==> config.mk <==
export PLATFORM = sky130hd
export DESIGN_NAME = rsi_queue
export DESIGN_NICKNAME = d
export VERILOG_FILES = /design/src/hw/rtl/rsi_pkg.sv /design/src/hw/rtl/rsi_queue.sv
export SDC_FILE = /design/constraint.sdc
export NUM_CORES = 1
export LEC_CHECK = 0
export BUFFER_PORTS_ARGS = -buffer_cell sky130_fd_sc_hd__buf_2
export CORE_UTILIZATION = 50
export CTS_CLUSTER_DIAMETER = 30
export CTS_CLUSTER_SIZE = 40
export DETAILED_ROUTE_END_ITERATION = 8
export GPL_TIMING_DRIVEN = 1
export PLACE_DENSITY = 0.71
export SETUP_SLACK_MARGIN = 0.02
export SYNTH_ARGS = -nofsm -noshare
export SYNTH_HDL_FRONTEND = slang
export SYNTH_SLANG_ARGS = --single-unit
export TNS_END_PERCENT = 30
==> constraint.sdc <==
create_clock -name clk -period 6.3 [get_ports clk]
set_input_delay 1.26 -clock clk [delete_from_list [all_inputs] [get_ports clk]]
set_output_delay 1.26 -clock clk [all_outputs]
set_load 0.02 [all_outputs]
==> src/hw/rtl/rsi_pkg.sv <==
// ----------------------------------------------------------------------------
// rsi_pkg
// Shared constants, types and width helpers of the ray / sphere intersection
// block.
// ----------------------------------------------------------------------------
package rsi_pkg;

    localparam int COORD_WIDTH_DEF = 32;
    localparam int FRAC_BITS_DEF   = 16;
    localparam int TOL_WIDTH       = 16;
    localparam logic [TOL_WIDTH-1:0] TOL_RESET = TOL_WIDTH'(1);
    localparam int QUEUE_DEPTH     = 4;

    typedef struct packed {
        logic interior;
        logic miss;
        logic tangent;
    } rsi_class_t;

    function automatic int dir_width(input int f);
        return f + 2;
    endfunction

    function automatic int a1_width(input int c, input int f);
        return c + f + 5;
    endfunction

    function automatic int disc_width(input int c, input int f);
        return 2 * c + 2 * f + 12;
    endfunction

    function automatic int pass_width(input int c, input int f);
        return 3 * c + 3 * dir_width(f);
    endfunction

    function automatic int queue_width(input int c, input int f);
        return pass_width(c, f) + a1_width(c, f) + disc_width(c, f) - 1
            + $bits(rsi_class_t);
    endfunction

endpackage

==> src/hw/rtl/rsi_queue.sv <==
// ----------------------------------------------------------------------------
// rsi_queue
// Small first-in first-out buffer between the front and back pipelines.
// ----------------------------------------------------------------------------
module rsi_queue #(
    parameter int WIDTH = 8,
    parameter int DEPTH = rsi_pkg::QUEUE_DEPTH
) (
    input  logic             clk,
    input  logic             rst_n,
    input  logic             push,
    input  logic [WIDTH-1:0] push_data,
    output logic             full,
    input  logic             pop,
    output logic             pop_valid,
    output logic [WIDTH-1:0] pop_data
);
    localparam int PW = (DEPTH > 1) ? $clog2(DEPTH) : 1;
    localparam int CW = $clog2(DEPTH + 1);

    logic [WIDTH-1:0] mem_reg [DEPTH];
    logic [PW-1:0]    wr_ptr_reg;
    logic [PW-1:0]    rd_ptr_reg;
    logic [CW-1:0]    count_reg;
    logic             do_push;
    logic             do_pop;

    assign full      = (count_reg == CW'(DEPTH));
    assign pop_valid = (count_reg != '0);
    assign pop_data  = mem_reg[rd_ptr_reg];
    assign do_push   = push && !full;
    assign do_pop    = pop && pop_valid;

    always_ff @(posedge clk or negedge rst_n)
    begin
        if (!rst_n)
        begin
            wr_ptr_reg <= '0;
            rd_ptr_reg <= '0;
            count_reg  <= '0;
        end
        else
        begin
            if (do_push)
            begin
                wr_ptr_reg <= (wr_ptr_reg == PW'(DEPTH - 1)) ? '0 : wr_ptr_reg + 1'b1;
            end
            if (do_pop)
            begin
                rd_ptr_reg <= (rd_ptr_reg == PW'(DEPTH - 1)) ? '0 : rd_ptr_reg + 1'b1;
            end
            if (do_push && !do_pop)
            begin
                count_reg <= count_reg + 1'b1;
            end
            else if (do_pop && !do_push)
            begin
                count_reg <= count_reg - 1'b1;
            end
        end
    end

    always_ff @(posedge clk)
    begin
        if (do_push)
        begin
            mem_reg[wr_ptr_reg] <= push_data;
        end
    end

endmodule

==> metrics.md <==
| Metric | Value |
|---|---|
| Number of levels in the clock H-tree | 2 |
| Max-slew violation count | 0 |
| Footprint of the multi-input gates | 453 sq um |
| Flip-flop count of the largest register after layout | 32 |
| Worst r2r src | count_reg[0] |
| Comb power frac | 0.355 |
| Pre-CTS setup slack | 3.47 ns |
| Global-route wire length before repair | 3730 um |
| Number of standard cells after synthesis | 79 |
| Cell internal power dissipation | 540 uW |
| Sink Count | 39 |
| Arrival time of the worst setup path | 1.82 ns |
| Hold path startpoint | count_reg[2] |
| Critical path's slowest cell | dfrtp_1 |
| TritonCTS clock tree | yes |
| Diode count | 0 |
| Number of setup violations in the final report | 0 |
| Most common library cell in the layout ignoring fill and taps | edfxtp_1 |
| DIE AREA | 0.00345 sq mm |
| Total half-perimeter wirelength after legalization and detailed placement | 1580 um |
| Initial cell density of the core | 0.527 |
| Final antenna-violating net count | 0 |
| Filler-free cell count of the finished design | 150 |
| Pin count of the biggest net entering global routing | 12 |
| Design area | 0.00181 sq mm |
| Normalized max-slew margin | 0.476 |
| Worst Path Required | 5.04 ns |
| Top-Level Pins | 22 |
| Number of filler cells placed in the layout | 254 |
| Drt drc | 0 |
| Clock tree root buffer cell | clkbuf_4 |
| Number of distinct standard cells referenced by the synthesized netlist | 19 |
| Routed wire per std cell | 15.4 um |
| Number of storage elements in the synthesis netlist | 39 |
| Slew of the pin with the lowest slew margin | 0.783 ns |
| Final period utilization | 0.488 |
| Launching element type of the critical path | flop |
| Die Span X | 58.7 um |
| Share of total power in the clock network | 0.145 |
| Mean post-synth cell area | 20.4 sq um |
| GRT Overall Usage | 0.160 |
| Number of synthesized flops with an enable pin | 32 |
| Setup clock skew after layout | 0.00568 ns |
| Placed instance area | 0.00176 sq mm |
| Hold EP | count_reg[2] |
| Starting DRC count in detailed routing | 9 |
| Top library cells by usage in the layout, fill and taps aside | edfxtp_1, buf_2, mux4_2 |
| Fraction of power spent switching nets | 0.342 |
| Endpoint of the worst register-to-register path | count_reg[2] |
| Residual overflow from global routing | 0 |
| Number of cells upsized or downsized after cts | 0 |
| Largest stage delay on the critical path | 0.72 ns |
| Initial DRT Pass Iterations | 5 |
| Hold buffers post-CTS | 0 |
| Cell Pwr Density | 453 mW/mm^2 |
| Via count | 760 |
| Total length of routed wires | 2310 um |
| Final-report hold violation count | 0 |
| Setup slack on the worst flop-to-flop path | 4.16 ns |
| Site Rows | 20 |
| Minimum clock period after layout | 3.08 ns |
| Share of post-route cells with drive strength above 1 | 0.415 |
| Net switching component of the power | 280 uW |
| Crit path setup slack, layout | 3.22 ns |
| NumNets Final | 124 |
| Clock latency on the worst-skew pair | 0.34 ns |
| Vertical die dimension | 58.7 um |
| Run status | finished clean |
| Worst Path Max Fanout | 11 |
| Initial antenna violation count | 0 |
| Combined buffer and inverter count along the critical path | 1 |
| Cell-by-cell trace of the critical path | mux4_2, buf_2 |
| Path type of the worst min-delay path | flop to flop |
| Register share of total power | 0.499 |
| Routability congestion estimate from global placement | 0.686 |
| CORE AREA | 0.00305 sq mm |
| Length in cells of the worst reg-to-reg path | 8 |
| Placed cell count | 142 |
| Mapped Area | 0.00161 sq mm |
| Deepest clock path buffer count | 2 |
| Count of buffers added by post-CTS timing repair for setup | 0 |
| Number of synthesis warnings | 0 |
| Asr flop ratio synth | 0.179 |
| Flip-flop and latch area | 0.00114 sq mm |
| Worst hold path depth | 1 |
| Port Buf Inserts | 21 |
| Critical Path End Type | output port |
| Standby leakage power | 0.000681 uW |
| Cts bufs inserted | 5 |
| Maximum clock rate | 325 MHz |
| Clock transition at the registers of the reported paths | 0.10 ns |
| Setup repair after global routing missed its margin | no |
| Most used DFF post-synth | edfxtp_1 |
| Sequential element share of the synthesized area | 0.706 |
| Critical setup path kind | flop to output port |
| Post-detailed-route via-to-cell ratio | 5.07 |
| Number of global-route vias before repair | 821 |
| Maximum ir drop on the vdd rail | 0.000250 V |
| Max-capacitance violation count | 0 |
| Cell family contributing the most delay on the critical path | flip-flops |
| Setup TNS | 0 ns |
| Number of nets produced by synthesis | 98 |
| Area overhead of the layout relative to synthesis | 12.5% |
| Util after Layout | 0.593 |
==> cell families after synthesis <==
group	Yosys count	synth area share
adder cells (fa/ha/maj)	7	0.0591
buffers and inverters	5	0.0124
XOR/XNOR	3	0.0163
multiplexers	13	0.152
AND/OR/NAND/NOR	12	0.0544
flip-flops	39	0.706
==> cell type report <==
cell class,count,area share
inverters,3,0.00622
clock buffers,7,0.0249
multi-input cells,35,0.250
flip-flops and latches,39,0.628
clock inverters,1,0.00276
repair buffers,21,0.0581
well taps,44,0.0304
==> synth_stat cells (2+ instances only) <==
cell | number | area share
inv_1 | 3 | 0.0070
mux2_4 | 2 | 0.019
dfrtp_1 | 7 | 0.11
and2_1 | 3 | 0.012
nor2_1 | 4 | 0.0093
mux2_2 | 3 | 0.021
mux4_2 | 8 | 0.11
edfxtp_1 | 32 | 0.60
xor2_1 | 2 | 0.011
ha_1 | 6 | 0.047
==> power groups by stage <==
| stage | Clock, uW | Sequential [uW] | Combinational, uW |
|---|---|---|---|
| global route | 131 | 421 | 320 |
| finish | 119 | 410 | 292 |
| detailed placement | 0 | 418 | 297 |
| global placement | 0 | 414 | 289 |
| CTS | 124 | 413 | 297 |
| floorplan | 0 | 381 | 252 |
==> per-layer routing <==
layer / wire length [um] / GRT usage / share of wire
met5: 0 / 0 / 0
met4: 29 / 0.0714 / 0.013
met3: 103 / 0.0659 / 0.045
met2: 1200 / 0.269 / 0.52
met1: 980 / 0.177 / 0.42
==> per-stage QoR <==
step | hold slack [ns] | total power [uW]
2_1_floorplan | 0.464 | 633
3_3_place_gp | 0.486 | 703
5_1_grt | 0.557 | 872
4_1_cts | 0.547 | 834
3_5_place_dp | 0.524 | 715
6_report | 0.552 | 821
==> worst reg2reg max path, stage by stage, from the launching register on <==
cell,delay [ns]
dfrtp_1,0.48
or3_4,0.43
nand2_4,0.10
ha_1,0.18
inv_1,0.06
fa_1,0.37
xor2_1,0.15
nor2_1,0.12
xor2_1,0.17
==> worst max path at each step <==
stage	start	to	slack, ns	cells after the start
finish	rd_ptr_reg[0]	pop_data[1]	3.22	2
global route	rd_ptr_reg[0]	pop_data[1]	3.09	2
CTS	rd_ptr_reg[0]	pop_data[1]	3.16	2
detailed placement	push	count_reg[2]	3.47	8
global placement	rd_ptr_reg[0]	pop_data[5]	3.56	2
floorplan	push	count_reg[2]	3.77	7
Note: power is estimated with default switching activity, not from simulation.
